[src/sv/ead_pkg.sv]
`timescale 1ns / 1ps

package ead_pkg;

  localparam int POSITION_WIDTH_DEF        = 48;
  localparam int DENSITY_FRACTION_BITS_DEF = 32;

  localparam int MAG_W      = 34;
  localparam int SQ_W       = 2 * MAG_W;
  localparam int SUM_W      = SQ_W + 2;
  localparam int ROOT_W     = SUM_W / 2;
  localparam int H_W        = 20;
  localparam int RADIUS_W   = 32;
  localparam int AM_W       = H_W + 6;
  localparam int LOG2E_W    = 33;
  localparam int PROD_W     = AM_W + LOG2E_W;
  localparam int XQ_W       = PROD_W - H_W;
  localparam int FRAC_W     = 32;
  localparam int N_W        = 9;
  localparam int M_W        = FRAC_W + 1;
  localparam int TEMP_W     = 9;
  localparam int CFG_ADDR_W = 8;
  localparam int CFG_DATA_W = 64;
  localparam int SQRT_STEPS = 2;
  localparam int DIV_STEPS  = 3;

  localparam logic [LOG2E_W-1:0]    LOG2E_Q32        = 33'd6196328019;
  localparam logic [TEMP_W-1:0]     TEMPERATURE_K    = 9'd300;
  localparam logic [63:0]           BASE_DENSITY_RST = 64'd5226975199;
  localparam logic [H_W-1:0]        SCALE_HEIGHT_RST = 20'd8500;
  localparam logic [RADIUS_W-1:0]   PLANET_RADIUS_RST = 32'd6371008;

  localparam logic [CFG_ADDR_W-1:0] CFG_BASE_DENSITY  = 8'd0;
  localparam logic [CFG_ADDR_W-1:0] CFG_SCALE_HEIGHT  = 8'd1;
  localparam logic [CFG_ADDR_W-1:0] CFG_PLANET_RADIUS = 8'd2;
  localparam logic [CFG_ADDR_W-1:0] CFG_FRAME_ENABLE  = 8'd3;

  // How the final density is formed.
  localparam logic [1:0] MODE_CALC = 2'd0;
  localparam logic [1:0] MODE_ZERO = 2'd1;
  localparam logic [1:0] MODE_SAT  = 2'd2;

  typedef logic [M_W-1:0] root_tab_t [FRAC_W];

  function automatic logic [63:0] isqrt128(input logic [127:0] x);
    logic [63:0]  res;
    logic [63:0]  c;
    logic [127:0] sq;
    res = '0;
    for (int b = 63; b >= 0; b--) begin
      c  = res | (64'd1 << b);
      sq = {64'd0, c} * {64'd0, c};
      if (sq <= x) res = c;
    end
    return res;
  endfunction

  // Entry k is 2^(2^-(k+1)) in Q32, each one the root of the one before.
  function automatic root_tab_t build_root_tab();
    root_tab_t    tab;
    logic [127:0] x;
    x      = {64'd2, 64'd0};
    tab[0] = M_W'(isqrt128(x));
    for (int k = 1; k < FRAC_W; k++) begin
      x      = {64'd0, 64'(tab[k-1])} << 32;
      tab[k] = M_W'(isqrt128(x));
    end
    return tab;
  endfunction

  localparam root_tab_t ROOT_TAB = build_root_tab();

endpackage

[src/sv/ead_div.sv]
`timescale 1ns / 1ps

module ead_div #(
  parameter int NUM_W  = ead_pkg::PROD_W,
  parameter int DEN_W  = ead_pkg::H_W,
  parameter int Q_W    = ead_pkg::XQ_W,
  parameter int SIDE_W = 3,
  parameter int STEPS  = ead_pkg::DIV_STEPS
) (
  input  logic              clk,
  input  logic              rst_n,
  input  logic              en,
  input  logic [DEN_W-1:0]  den,
  input  logic              in_valid,
  input  logic [NUM_W-1:0]  in_num,
  input  logic [SIDE_W-1:0] in_side,
  output logic              out_valid,
  output logic [Q_W-1:0]    out_q,
  output logic [SIDE_W-1:0] out_side
);
  localparam int NS = (Q_W + STEPS - 1) / STEPS;

  logic [NS-1:0]     v_r;
  logic [Q_W-1:0]    x_r    [NS];
  logic [DEN_W-1:0]  rem_r  [NS];
  logic [Q_W-1:0]    q_r    [NS];
  logic [SIDE_W-1:0] side_r [NS];

  for (genvar s = 0; s < NS; s++) begin : g_st
    logic              v_in;
    logic [Q_W-1:0]    x_in, x_nxt;
    logic [DEN_W-1:0]  rem_in, rem_nxt;
    logic [Q_W-1:0]    q_in, q_nxt;
    logic [SIDE_W-1:0] side_in;

    // The quotient is known to fit Q_W bits, so the bits above start the remainder.
    if (s == 0) begin : g_first
      assign v_in    = in_valid;
      assign x_in    = in_num[Q_W-1:0];
      assign rem_in  = DEN_W'(in_num >> Q_W);
      assign q_in    = '0;
      assign side_in = in_side;
    end else begin : g_next
      assign v_in    = v_r[s-1];
      assign x_in    = x_r[s-1];
      assign rem_in  = rem_r[s-1];
      assign q_in    = q_r[s-1];
      assign side_in = side_r[s-1];
    end

    always_comb begin
      logic [DEN_W:0] t;
      t       = '0;
      x_nxt   = x_in;
      rem_nxt = rem_in;
      q_nxt   = q_in;
      for (int j = 0; j < STEPS; j++) begin
        if (s * STEPS + j < Q_W) begin
          t = {rem_nxt, x_nxt[Q_W-1]};
          if (t >= {1'b0, den}) begin
            rem_nxt = DEN_W'(t - {1'b0, den});
            q_nxt   = {q_nxt[Q_W-2:0], 1'b1};
          end else begin
            rem_nxt = t[DEN_W-1:0];
            q_nxt   = {q_nxt[Q_W-2:0], 1'b0};
          end
          x_nxt = x_nxt << 1;
        end
      end
    end

    always_ff @(posedge clk) begin
      if (!rst_n) begin
        v_r[s] <= 1'b0;
      end else if (en) begin
        v_r[s] <= v_in;
      end
    end

    always_ff @(posedge clk) begin
      if (en) begin
        x_r[s]    <= x_nxt;
        rem_r[s]  <= rem_nxt;
        q_r[s]    <= q_nxt;
        side_r[s] <= side_in;
      end
    end
  end

  assign out_valid = v_r[NS-1];
  assign out_q     = q_r[NS-1];
  assign out_side  = side_r[NS-1];
endmodule

[config.mk]
export PLATFORM = sky130hd
export DESIGN_NAME = ead_div
export DESIGN_NICKNAME = d
export VERILOG_FILES = /design/src/sv/ead_pkg.sv /design/src/sv/ead_div.sv
export SDC_FILE = /design/constraint.sdc
export NUM_CORES = 2
export LEC_CHECK = 0
export BUFFER_PORTS_ARGS = -buffer_cell sky130_fd_sc_hd__buf_2
export CORE_AREA = 3 3 414 416
export CTS_CLUSTER_SIZE = 28
export DETAILED_ROUTE_END_ITERATION = 8
export DIE_AREA = 0 0 417 419
export HOLD_SLACK_MARGIN = 0.06
export PLACE_DENSITY_LB_ADDON = 0.1
export SYNTH_ARGS = -nofsm -noshare
export SYNTH_HDL_FRONTEND = slang
export SYNTH_SLANG_ARGS = --single-unit
[constraint.sdc]
create_clock -name clk -period 19.15 [get_ports clk]
set_input_delay 2.8725 -clock clk [delete_from_list [all_inputs] [get_ports clk]]
set_output_delay 2.8725 -clock clk [all_outputs]
set_load 0.02 [all_outputs]
== After elaboration in Yosys (flattened, before gate mapping) ==
Memories as Yosys holds them, arrays and structs flattened.
Cells that the tools add are included.
Word-level totals
  bits in registers: 13
  input bits: 86
  memory bits (writable): 1274
  memories: 4
Memories
  q_r: depth 13, bits a word 39, read ports 13, clocked after memory_dff 0, wr ports 13, RTL line ead_div.sv:26  | logic [Q_W-1:0] q_r [NS];
  x_r: depth 13, bits a word 36, read ports 12, clocked after memory_dff 0, wr ports 13, RTL line ead_div.sv:24  | logic [Q_W-1:0] x_r [NS];
  rem_r: depth 13, bits a word 20, read ports 12, clocked after memory_dff 0, wr ports 13, RTL line ead_div.sv:25  | logic [DEN_W-1:0] rem_r [NS];
  side_r: depth 13, bits a word 3, read ports 13, clocked after memory_dff 0, wr ports 13, RTL line ead_div.sv:27  | logic [SIDE_W-1:0] side_r [NS];
Cells by class
  muxes and demuxes: 80
  order comparisons: 39
  add/sub/neg operators: 39
Operators with widths (count)
  $ge A21 B20 Y1: 39
  $mux W20: 39
  $sub A20 B20 Y20: 39
  $mux W1: 41

== Longest topological paths before layout ==
An unclocked memory read counts as a cell.
  depth in word-level cells: 7
  mapped depth: 41
  gate-level depth less buffers: 37

== Worst setup path after synthesis ==
No wires, ideal clock.
  path kind: input to register
  start: input den[1]
  end: memory rem_r[0][71] (netlist bit), data pin
  stages on the path: 36
  path slack: 6324 ps
  arrival: 12567 ps
  library setup time: 260 ps
  required time: 18890 ps
  cells stage by stage: inv_1 ha_1 nor2b_1 o31a_1 o221a_1 nor2_1 a2111o_1 nand3_1 buf_1 buf_1 o21ai_0 inv_1 ha_1 nor2b_1 o31a_1 o31a_1 o41ai_4 o21ba_2 a21oi_1 o21a_1 a2111o_1 buf_2 buf_2 a21oi_1 ha_1 a21o_1 a21o_1 and2_1 o41ai_1 o21ai_0 o41a_1 a311oi_1 nor2_1 a2111oi_4 buf_6 mux2_2
RTL lines
  from (decl): RTL line ead_div.sv:13  | input logic [DEN_W-1:0] den,
  to (decl): RTL line ead_div.sv:25

==> flow_summary.yaml <==
global_routing:
  grt_start_max_net_pins: 178
  antenna_found_initial: 1
  use_met3_pct: 2.236
  met1_usage_pct: 28.04
  grt_pass1_vias: 50350
  grt_first_pass_wirelength_um: 288500
  use_met2_pct: 34.80
  grt_use_total_pct: 20.81
  grt_overflow: 0
  busiest_layer: "met2"
logic_synthesis:
  synth_edf_count: 786
  postSynth.asyncResetShare_pct: 0
  syn_area_um2: 67150
  synth_fp_nets: 7634
  ys.flop_type: "edfxtp_1"
  ys_types: 100
  ys_warn_count: 0
  avgSynthCellArea_um2: 9.977
  yosysSeqAreaShare_pct: 35.54
  synth-seq-cells: 799
  netlist_instances: 6730
clocking:
  cts_tree: "yes"
  postCtsHoldBufs: 0
  htreeDepth: 3
  cts_setup_buffers: 0
  clkTransAtPathRegs_ps: 70
  cts_buffers: 97
  root_buffer: "clkbuf_16"
  cts_resized: 0
  cts_buffer_depth: 3
  cts.sinks: 799
  insertion_delay_ps: 750
setup_path:
  crit_type: "in -> reg"
  cpPeakStageDelay_ps: 740
  cp_max_fo: 33
  endpoint_kind: "register"
  rrSetupSlack_ps: 8660
  cpMostUsedCell: "o21ai_0"
  worstPathRequired_ps: 19630
  worstPathArrival_ps: 13620
  cpMaxStageDelayCell: "a211oi_2"
  crit_path_start_kind: "input port"
sta:
  drv_slew: 0
  fin_crit_ps: 13130
  hold_viol_final: 0
  rsz0062_at_grt: "no"
  tightest_slew_ps: 1075
  max_slew_margin_pct: 28.23
  final.setup.tns_ps: 0
  max_freq_ghz: 0.07614
  period_share_pct: 68.59
  skew_ps: 34.11
  final-setup-viol-count: 0
place:
  place.port_buffers: 128
  dp_hpwl_um: 137100
  gp_congestion: 0.8983
final_layout:
  final_layout_size_suffix_gt1_share_pct: 12.38
  final_util_pct: 44.16
  antenna_cells_inserted: 0
  area_growth_pct: 10.22
  nets: 7823
floorplanning:
  rows: 150
  die_h_um: 419
  die_x_um: 417
  io-pin-count: 129
  die_area_um2: 174700
  start_util_pct: 40.06
  coreArea_um2: 167600
status:
  status: "complete, no violations"
routing:
  ant_nets: 0
  drc_errors: 0
  drt-vias-per-instance: 5.649
  drt_wl_total_um: 185300
  vias: 52000
  wl_per_cell_um: 20.13
  first_iter_violations: 3487
  firstDrtPassIters: 6
worst_hold_path:
  hold_path.class: "reg -> reg"
run:
  cap_violations: 0
## state kept, by name (all words and copies together), names as in the netlist
signal / flops
g_st.v_in: 12
side_r: 39
q_r: 273
x_r: 234
out_valid: 1
rem_r: 240
## critical path: cells and delay by family
family / cells / cell delay [ps]
multiplexers: 1 / 360
AND/OR/NAND/NOR: 9 / 1560
buffers and inverters: 7 / 2200
adder cells (fa/ha/maj): 3 / 1000
AO/OA/AOI/OAI: 19 / 5540
## cell usage after synthesis, drive strengths merged (27+ instances only)
library cell  instances  area (um^2)
a21boi               27        202.7
o21ai               391         1961
xor2                187         1638
clkbuf               69        259.0
mux2i                69        690.7
ha                  780         9759
edfxtp              786        23600
inv                 301         1132
or2                  28        175.2
nor2b               102        638.1
or3                  31        193.9
nand2b               89        556.8
a31oi                62        387.9
o31ai                43        327.8
nand3               128        640.6
o211ai               29        217.7
o21a                100        750.7
nand4                95        594.3
o21bai               88        660.6
a21o                260         1952
nand2               410         1539
nor2                488         1834
and3                 59        369.1
nor3                142        721.9
mux2                399         4534
a21oi               607         3042
a211oi               60        478.0
fa                   38        760.7
buf                  52        281.5
xnor2               410         3591
## layer usage
metal	share of wire, %	vias up
met5	0	-
li1	-	25880
met2	47	988
met3	3.5	274
met1	46	24860
met4	3.5	0
## area by class of cell
cell class              instances  area (um^2)
inverters                     302         1139
clock inverters                67        720.7
flip-flops and latches        799        23860
multi-input cells            5508        41660
clock buffers                 114         2555
repair buffers                211         1314
fillers                     16030        93590
well taps                    2204         2758
## logic make-up (layout without fill, tap and decap cells)
group                      after synthesis  count (layout)  synth area share [%]
AOI/OAI and AO/OA                     1949            1949                 18.76
xor gates and xnor gates               597             597                 7.787
adders and majority gates              818             818                 15.67
buffers and inverters                  423             694                 2.497
DFF                                    799             799                 35.54
muxes                                  468             468                 7.781
and+or+nand+nor                       1676            1676                 11.97
## final timing paths
| path | from | endpoint | cells after the start |
|---|---|---|---|
| setup / recovery | den[8] | rem_r[2][24]$_DFFE_PP_ | 39 |
| hold / removal | q_r[1][85]$_DFFE_PP_ | q_r[1][127]$_DFFE_PP_ | 0 |
| hold reg to reg | q_r[1][85]$_DFFE_PP_ | q_r[1][127]$_DFFE_PP_ | 0 |
| setup reg to reg | rem_r[2][0]$_DFFE_PP_ | rem_r[2][24]$_DFFE_PP_ | 36 |
## layout by cell type, fill, tap and decap left out, types with 42 or more instances in the layout
cell type | Yosys | routed
edfxtp_1 | 786 | 786
ha_1 | 780 | 780
a21oi_1 | 606 | 605
nor2_1 | 487 | 486
nand2_1 | 410 | 410
xnor2_1 | 410 | 410
o21ai_0 | 379 | 379
mux2_2 | 375 | 375
inv_1 | 294 | 275
a21o_1 | 260 | 260
xor2_1 | 187 | 187
nor3_1 | 141 | 141
nand3_1 | 128 | 128
buf_2 | 33 | 126
nor2b_1 | 102 | 102
o21a_1 | 100 | 100
clkbuf_16 | 0 | 100
nand4_1 | 95 | 95
nand2b_1 | 89 | 89
o21bai_1 | 88 | 88
buf_4 | 4 | 81
mux2i_1 | 69 | 68
a31oi_1 | 62 | 62
and3_1 | 59 | 59
a211oi_1 | 56 | 54
o31ai_1 | 42 | 42
## through the flow
step	instances	area (um^2)	hold WS [ps]	worst slack [ps]
floorplan	6730	67150	400.3	6324
global placement	9024	70730	400.4	5570
detailed placement	9024	70730	404.5	5339
CTS	9205	74010	393.0	6170
global route	9205	74010	407.1	5342
finish	9205	74010	400.7	6016
Power is not shown: default switching activity piles up to over one toggle a cycle in this logic, so the estimate is an artifact.
