==> src/sv/ead_pkg.sv <==
`timescale 1ns / 1ps

package ead_pkg;

  localparam int POSITION_WIDTH_DEF        = 48;
  localparam int DENSITY_FRACTION_BITS_DEF = 32;

  localparam int MAG_W      = 34;
  localparam int SQ_W       = 2 * MAG_W;
  localparam int SUM_W      = SQ_W + 2;
  localparam int ROOT_W     = SUM_W / 2;
  localparam int H_W        = 20;
  localparam int RADIUS_W   = 32;
  localparam int AM_W       = H_W + 6;
  localparam int LOG2E_W    = 33;
  localparam int PROD_W     = AM_W + LOG2E_W;
  localparam int XQ_W       = PROD_W - H_W;
  localparam int FRAC_W     = 32;
  localparam int N_W        = 9;
  localparam int M_W        = FRAC_W + 1;
  localparam int TEMP_W     = 9;
  localparam int CFG_ADDR_W = 8;
  localparam int CFG_DATA_W = 64;
  localparam int SQRT_STEPS = 2;
  localparam int DIV_STEPS  = 3;

  localparam logic [LOG2E_W-1:0]    LOG2E_Q32        = 33'd6196328019;
  localparam logic [TEMP_W-1:0]     TEMPERATURE_K    = 9'd300;
  localparam logic [63:0]           BASE_DENSITY_RST = 64'd5226975199;
  localparam logic [H_W-1:0]        SCALE_HEIGHT_RST = 20'd8500;
  localparam logic [RADIUS_W-1:0]   PLANET_RADIUS_RST = 32'd6371008;

  localparam logic [CFG_ADDR_W-1:0] CFG_BASE_DENSITY  = 8'd0;
  localparam logic [CFG_ADDR_W-1:0] CFG_SCALE_HEIGHT  = 8'd1;
  localparam logic [CFG_ADDR_W-1:0] CFG_PLANET_RADIUS = 8'd2;
  localparam logic [CFG_ADDR_W-1:0] CFG_FRAME_ENABLE  = 8'd3;

  // How the final density is formed.
  localparam logic [1:0] MODE_CALC = 2'd0;
  localparam logic [1:0] MODE_ZERO = 2'd1;
  localparam logic [1:0] MODE_SAT  = 2'd2;

  typedef logic [M_W-1:0] root_tab_t [FRAC_W];

  function automatic logic [63:0] isqrt128(input logic [127:0] x);
    logic [63:0]  res;
    logic [63:0]  c;
    logic [127:0] sq;
    res = '0;
    for (int b = 63; b >= 0; b--) begin
      c  = res | (64'd1 << b);
      sq = {64'd0, c} * {64'd0, c};
      if (sq <= x) res = c;
    end
    return res;
  endfunction

  // Entry k is 2^(2^-(k+1)) in Q32, each one the root of the one before.
  function automatic root_tab_t build_root_tab();
    root_tab_t    tab;
    logic [127:0] x;
    x      = {64'd2, 64'd0};
    tab[0] = M_W'(isqrt128(x));
    for (int k = 1; k < FRAC_W; k++) begin
      x      = {64'd0, 64'(tab[k-1])} << 32;
      tab[k] = M_W'(isqrt128(x));
    end
    return tab;
  endfunction

  localparam root_tab_t ROOT_TAB = build_root_tab();

endpackage

==> src/sv/ead_isqrt.sv <==
`timescale 1ns / 1ps

module ead_isqrt #(
  parameter int IN_W   = ead_pkg::SUM_W,
  parameter int OUT_W  = ead_pkg::ROOT_W,
  parameter int SIDE_W = 1,
  parameter int STEPS  = ead_pkg::SQRT_STEPS
) (
  input  logic              clk,
  input  logic              rst_n,
  input  logic              en,
  input  logic              in_valid,
  input  logic [IN_W-1:0]   in_x,
  input  logic [SIDE_W-1:0] in_side,
  output logic              out_valid,
  output logic [OUT_W-1:0]  out_root,
  output logic [SIDE_W-1:0] out_side
);
  localparam int NS    = (OUT_W + STEPS - 1) / STEPS;
  localparam int REM_W = OUT_W + 3;

  logic [NS-1:0]     v_r;
  logic [IN_W-1:0]   x_r    [NS];
  logic [REM_W-1:0]  rem_r  [NS];
  logic [OUT_W-1:0]  root_r [NS];
  logic [SIDE_W-1:0] side_r [NS];

  for (genvar s = 0; s < NS; s++) begin : g_st
    logic              v_in;
    logic [IN_W-1:0]   x_in, x_nxt;
    logic [REM_W-1:0]  rem_in, rem_nxt;
    logic [OUT_W-1:0]  root_in, root_nxt;
    logic [SIDE_W-1:0] side_in;

    if (s == 0) begin : g_first
      assign v_in    = in_valid;
      assign x_in    = in_x;
      assign rem_in  = '0;
      assign root_in = '0;
      assign side_in = in_side;
    end else begin : g_next
      assign v_in    = v_r[s-1];
      assign x_in    = x_r[s-1];
      assign rem_in  = rem_r[s-1];
      assign root_in = root_r[s-1];
      assign side_in = side_r[s-1];
    end

    // Restoring square root, one result bit per step from two input bits.
    always_comb begin
      logic [REM_W-1:0] t;
      logic [REM_W-1:0] trial;
      t        = '0;
      trial    = '0;
      x_nxt    = x_in;
      rem_nxt  = rem_in;
      root_nxt = root_in;
      for (int j = 0; j < STEPS; j++) begin
        if (s * STEPS + j < OUT_W) begin
          t     = {rem_nxt[REM_W-3:0], x_nxt[IN_W-1 -: 2]};
          trial = {1'b0, root_nxt, 2'b01};
          if (t >= trial) begin
            rem_nxt  = t - trial;
            root_nxt = {root_nxt[OUT_W-2:0], 1'b1};
          end else begin
            rem_nxt  = t;
            root_nxt = {root_nxt[OUT_W-2:0], 1'b0};
          end
          x_nxt = x_nxt << 2;
        end
      end
    end

    always_ff @(posedge clk) begin
      if (!rst_n) begin
        v_r[s] <= 1'b0;
      end else if (en) begin
        v_r[s] <= v_in;
      end
    end

    always_ff @(posedge clk) begin
      if (en) begin
        x_r[s]    <= x_nxt;
        rem_r[s]  <= rem_nxt;
        root_r[s] <= root_nxt;
        side_r[s] <= side_in;
      end
    end
  end

  assign out_valid = v_r[NS-1];
  assign out_root  = root_r[NS-1];
  assign out_side  = side_r[NS-1];
endmodule

==> config.mk <==
export PLATFORM = sky130hd
export DESIGN_NAME = ead_isqrt
export DESIGN_NICKNAME = d
export VERILOG_FILES = /design/src/sv/ead_pkg.sv /design/src/sv/ead_isqrt.sv
export SDC_FILE = /design/constraint.sdc
export NUM_CORES = 2
export LEC_CHECK = 0
export BUFFER_PORTS_ARGS = -buffer_cell sky130_fd_sc_hd__buf_2
export CORE_ASPECT_RATIO = 1.2
export CORE_MARGIN = 4
export CORE_UTILIZATION = 50
export CTS_BUF_LIST = sky130_fd_sc_hd__clkbuf_4
export DETAILED_ROUTE_END_ITERATION = 10
export GPL_TIMING_DRIVEN = 0
export PLACE_DENSITY_LB_ADDON = 0.3
export SLEW_MARGIN = 25
export SYNTH_ARGS = -nofsm -noshare
export SYNTH_HDL_FRONTEND = slang
export SYNTH_SLANG_ARGS = --single-unit
export TNS_END_PERCENT = 100
==> constraint.sdc <==
create_clock -name clk -period 7.15 [get_ports clk]
set_input_delay 1.43 -clock clk [delete_from_list [all_inputs] [get_ports clk]]
set_output_delay 1.43 -clock clk [all_outputs]
set_load 0.01 [all_outputs]
* Yosys cells after proc, flatten, opt, wreduce, memory -nomap -nowiden *
Memories as Yosys holds them, arrays and structs flattened.
Cells that the tools add are included.

cells by class
  add/subtract/negate cells = 35
  magnitude comparators = 35
  multiplexer cells = 72

operators with widths
  cell                                                                   number
  38-bit by 37-bit >= comparator with 1-bit output                       33
  38-bit 2-to-1 mux                                                      18
  38-bit by 37-bit subtractor with 38-bit output                         17
  36-bit 2-to-1 mux                                                      17
  36-bit subtractor                                                      16
  38-bit by 3-bit >= comparator with 1-bit output                        1
  38-bit by 3-bit subtractor with 38-bit output                          1
  1-bit 2-to-1 mux                                                       37
  2-bit by 1-bit subtractor with 3-bit output, second input constant     1
  2-bit by 1-bit >= comparator with 1-bit output, second input constant  1

word-level totals
  register bits = 18
  RAM bits = 2556
  output and inout bits = 37
  logic and storage cells = 164
  memories kept = 4

memories
  name    words  width  rd ports  clocked after memory_dff  write ports  RTL line         source
  x_r     18     68     17        0                         18           ead_isqrt.sv:23  logic [IN_W-1:0] x_r [NS];
  rem_r   18     38     17        0                         18           ead_isqrt.sv:24  logic [REM_W-1:0] rem_r [NS];
  root_r  18     35     18        0                         18           ead_isqrt.sv:25  logic [OUT_W-1:0] root_r [NS];
  side_r  18     1      18        0                         18           ead_isqrt.sv:26  logic [SIDE_W-1:0] side_r [NS];

* Longest topological paths before layout *
An unclocked memory read counts as a cell.

  depth in word-level cells = 5
  gate-level depth with buffers = 29
  gate-level depth less buffers = 27

* Worst setup path before layout *
No wires, ideal clock.

  kind = reg-to-reg
  start = mem rem_r[15][17] (netlist name)
  end = mem rem_r[16][35] (netlist name) (data pin)
  arrival time = 5.798 ns
  required time = 6.890 ns
  slack = 1.092 ns
  stages on the path, launching flop included = 26
  path buffers = 2
  period minus slack after synthesis = 6.058 ns
  path through = edfxtp_1 -> ha_1 -> a21o_1 -> a21o_1 -> a221oi_1 -> nor4_1 -> a2111oi_0 -> nand3_1 -> inv_1 -> clkbuf_1 -> clkbuf_1 -> nor2_1 -> nor2_1 -> ha_1 -> a21o_1 -> a21o_1 -> a21o_1 -> a21o_1 -> a21oi_1 -> o21bai_1 -> a22o_1 -> a221oi_1 -> a21oi_1 -> o31a_1 -> o221a_2 -> mux2_2

RTL lines
  element             RTL line
  start: declaration  ead_isqrt.sv:24

==> metrics <==
I/O Buffers between 100 and 150; share of layout cells above drive strength 1 0.112; Final setup viols 0; Skew-Pair Late Insertion Delay ~1400 ps; Post-DP Area between 100000 and 150000 µm²; root cell of the clock tree clkbuf_4; CTS tree built; worst rel slew slack 0.301; outcome complete, no violations; Setup Skew around 170 ps; Post-synth EDFFs roughly 1.5k; worst min path class in -> reg; Cell Count Post-Placement between 10k and 15k; Max Slew Vio Count 0; # rows between 150 and 200; initial antenna violation count 8; Synth area leaders edfxtp_1 (47%), ha_1 (8.4%), xnor2_1 (5.4%), a21oi_1 (3.8%), nand2_1 (3.3%); Worst setup EP type register; critical setup path kind reg -> reg; Synth Cell Area 98400 µm²; Core ar. roughly 200000 µm²; Yosys top cell by area edfxtp_1; Die Area 204000 µm²; PD cells roughly 370 nW/µm²; Fin. Hold Viols 0; vias in the first global route about 74k; Routed WL per cell 20.2 µm; Internal between 20000 and 25000 µW; Netlist cell types roughly 120; multiplexer share of the synthesized area 0.0175; Critical Path Sink rem_r[12][13]$_DFFE_PP_; DRC Markers 0; register area share after synthesis 0.469; Clk pwr share 0.190; r2r startpoint root_r[11][14]$_DFFE_PP_; post-synth top area share 0.465; Die Span X around 410 µm; CP startpoint kind register; I/O pins roughly 110; largest family of logic cells by synthesized area simple AND/OR/NAND/NOR gates; Max Freq roughly 140 MHz; grt met2 use 0.423; Avg Inst Size Synth 10.2 µm²; P_leak between 0.04 and 0.05 µW; Worst R2R Setup Slack approximately 170 ps; Clock Sinks 1542; Comb pwr share 0.478; hold depth 1; final std cells w/o fill 13.1k; Nets between 10k and 15k; Most Crowded Layer GR met2; Synth async-reset ratio 0; largest net degree at the start of global routing 148; required time of the worst setup path around 8200 ps; DIE HEIGHT between 400 and 500 µm; First-pass DRT Iterations 6; Tmin final between 6000 and 7000 ps; GP Congestion 0.955; Flop pwr share 0.332; Iter 0 DRT Violations 5747; post-synthesis compound-gate area fraction 0.156; worst setup path start root_r[11][14]$_DFFE_PP_; simple-gate share of the synthesized area 0.156; adder-cell share of the synthesized area 0.0843; Final Instance Area between 100000 and 150000 µm²; Synth-to-Final Area Change 10.1%; clk buf depth 4; CTS H-Tree Depth 5; sw frac 0.401; RSZ-0062 raised after global routing true; ys flop type edfxtp_1; final WL roughly 260000 µm; Crit Reg-Reg Endpoint rem_r[12][13]$_DFFE_PP_; Mapped Cells between 9k and 10k; Post-DP HPWL a little over 200000 µm; GRT Total Usage 0.253; VDD IR-drop max between 0.2 and 0.3 mV; Seq cells post-synth approximately 1.5k; Reg clk slew, reported paths approximately 70 ps; total CTS buffers ~400; period utilization 0.976; hold_buf cts 0; grt met3 use 0.0369; M1 GR Usage 0.326; vias 76.2k; worst hold slack ~220 ps; R2R depth 24; Sw Pwr around 16000 µW; total gr overflow 0; critical-path maximum fanout 10; Yosys warning count 0; Slew @ Worst Pin 1040 ps; first-pass GRT wire length approximately 400000 µm; Via density around 5.8; crit path DAT between 8000 and 9000 ps; Final ANT Viol Nets 0; XOR/XNOR Fraction of Synth Area 0.0839; Starting Density 0.502; Max-Cap Viols 0
[registers in the layout (all words and copies together), names as in the netlist]
signal     flops
x_r          578
out_valid      1
g_st.v_in     17
root_r       341
rem_r        587
side_r        18
[worst max-delay path: stages (launching register included)]
cell,delay (ps)
edfxtp_1,490
inv_1,110
ha_1,280
clkbuf_1,260
nand4_1,280
nor4_2,340
and3_1,300
nor3_1,90
a31oi_2,260
inv_2,110
clkbuf_2,250
buf_2,260
o21ai_0,560
ha_2,340
nand3_1,100
or2_2,330
nor3b_1,190
mux2i_1,150
a31o_2,300
or4_1,490
a41oi_4,280
nor4_2,110
buf_2,210
buf_2,240
o21ai_1,370
[cell usage after synthesis (all sizes together), types with 18 or more instances]
| library cell | instances |
|---|---|
| inv | 596 |
| mux2 | 114 |
| or4 | 47 |
| xnor2 | 606 |
| and3 | 82 |
| nor3 | 243 |
| nand2 | 857 |
| a21oi | 753 |
| a211o | 30 |
| a211oi | 62 |
| nor2 | 712 |
| o21bai | 98 |
| nand4b | 25 |
| a31oi | 71 |
| edfxtp | 1524 |
| nand3b | 21 |
| nor4b | 19 |
| buf | 60 |
| and4 | 31 |
| and2 | 60 |
| nand2b | 122 |
| o31a | 35 |
| nor3b | 36 |
| mux2i | 44 |
| a2111oi | 29 |
| a31o | 20 |
| o211ai | 51 |
| nand4 | 157 |
| a21boi | 30 |
| o21ai | 558 |
| nor2b | 117 |
| xor2 | 335 |
| nor4 | 127 |
| ha | 663 |
| o22ai | 22 |
| clkbuf | 186 |
| dfxtp | 18 |
| o21a | 102 |
| or3 | 96 |
| or2 | 52 |
| nand3 | 218 |
| a21o | 293 |
| o31ai | 79 |
[logic make-up (layout without fill, tap and decap cells)]
kind of cell    count (synthesis)  count (layout)
compound gates               2426            2426
xor+xnor                      941             941
fa+ha+maj                     663             663
buf+inv                       847            1671
flops                        1542            1542
mux                           158             158
other cells                     1              11
simple gates                 3067            3067
[per-layer routing]
layer  part of all wire  up-vias
li1                   -    37100
met3              0.050      569
met5            0.00013        -
met1               0.43    36300
met2               0.48     2282
met4              0.042        4
[per-stage QoR]
step | power, µW | setup slack (ps) | TNS [ps] | util
floorplan | 27200 | 1090 | 0 | -
global placement | 32200 | -18850 | - | 0.522
detailed placement | 32000 | -1750 | -215680 | 0.524
CTS | 40000 | 8.00 | 0 | 0.551
global route | 43100 | -16.6 | -32.5 | 0.553
finish | 40100 | 171 | 0 | 0.553
[timing repair]
action,in CTS,in global routing
setup buffers,12,7
endpoints found under the hold margin,0,0
pin swaps,3,7
endpoints found under the setup margin,313,389
resized for setup,84,114
[cells in the final DEF, fill, tap and decap left out, types with 34 or more instances in the layout]
cell | synthesis | final
edfxtp_1 | 1524 | 1524
nand2_1 | 857 | 856
a21oi_1 | 753 | 749
nor2_1 | 711 | 710
ha_1 | 663 | 662
xnor2_1 | 604 | 603
clkbuf_4 | 0 | 589
inv_1 | 589 | 588
o21ai_0 | 553 | 531
xor2_1 | 335 | 335
a21o_1 | 293 | 293
nor3_1 | 238 | 237
nand3_1 | 218 | 215
nand4_1 | 154 | 154
buf_2 | 36 | 151
clkbuf_1 | 186 | 133
nand2b_1 | 122 | 122
nor2b_1 | 117 | 117
mux2_2 | 114 | 114
nor4_1 | 116 | 107
o21a_1 | 102 | 102
o21bai_1 | 98 | 97
or3_1 | 96 | 96
and3_1 | 81 | 80
clkinv_1 | 5 | 75
o31ai_1 | 79 | 72
a31oi_1 | 70 | 66
a211oi_1 | 61 | 59
and2_1 | 56 | 56
or2_2 | 48 | 48
o211ai_1 | 48 | 48
or4_1 | 43 | 43
mux2i_1 | 44 | 43
clkbuf_2 | 0 | 41
nor3b_1 | 35 | 35
o31a_1 | 34 | 34
[worst min-delay path by stage]
stage	from	endpoint	slack, ps
after floorplan	side_r[9]$_DFFE_PP_	side_r[10]$_DFFE_PP_	400
after global placement	x_r[2][27]$_DFFE_PP_	x_r[3][31]$_DFFE_PP_	400
after detailed placement	side_r[6]$_DFFE_PP_	side_r[7]$_DFFE_PP_	400
after CTS	in_x[11]	x_r[0][13]$_DFFE_PP_	7
after global routing	in_x[46]	x_r[0][48]$_DFFE_PP_	70
final	in_side	side_r[0]$_DFFE_PP_	220
[power by group through the flow]
stage	clock (µW)	sequential, µW	combinational, µW
2_1_floorplan	0	12900	14200
5_1_grt	8450	13400	21200
4_1_cts	7950	13300	18800
6_report	7620	13300	19200
3_3_place_gp	0	13900	18400
3_5_place_dp	0	13500	18600
[layout make-up]
class                   count  area (µm²)
plain buffers             241        1080
clock buffers             576        4320
multi-input cells        7258       49500
clock inverters           111         746
repair buffers            142        1060
fillers                 17500       87600
inverters                 601        2260
flip-flops and latches   1542       46100
well taps                2610        3270
diodes                      8        20.0
Power figures use the tool's default switching activity.
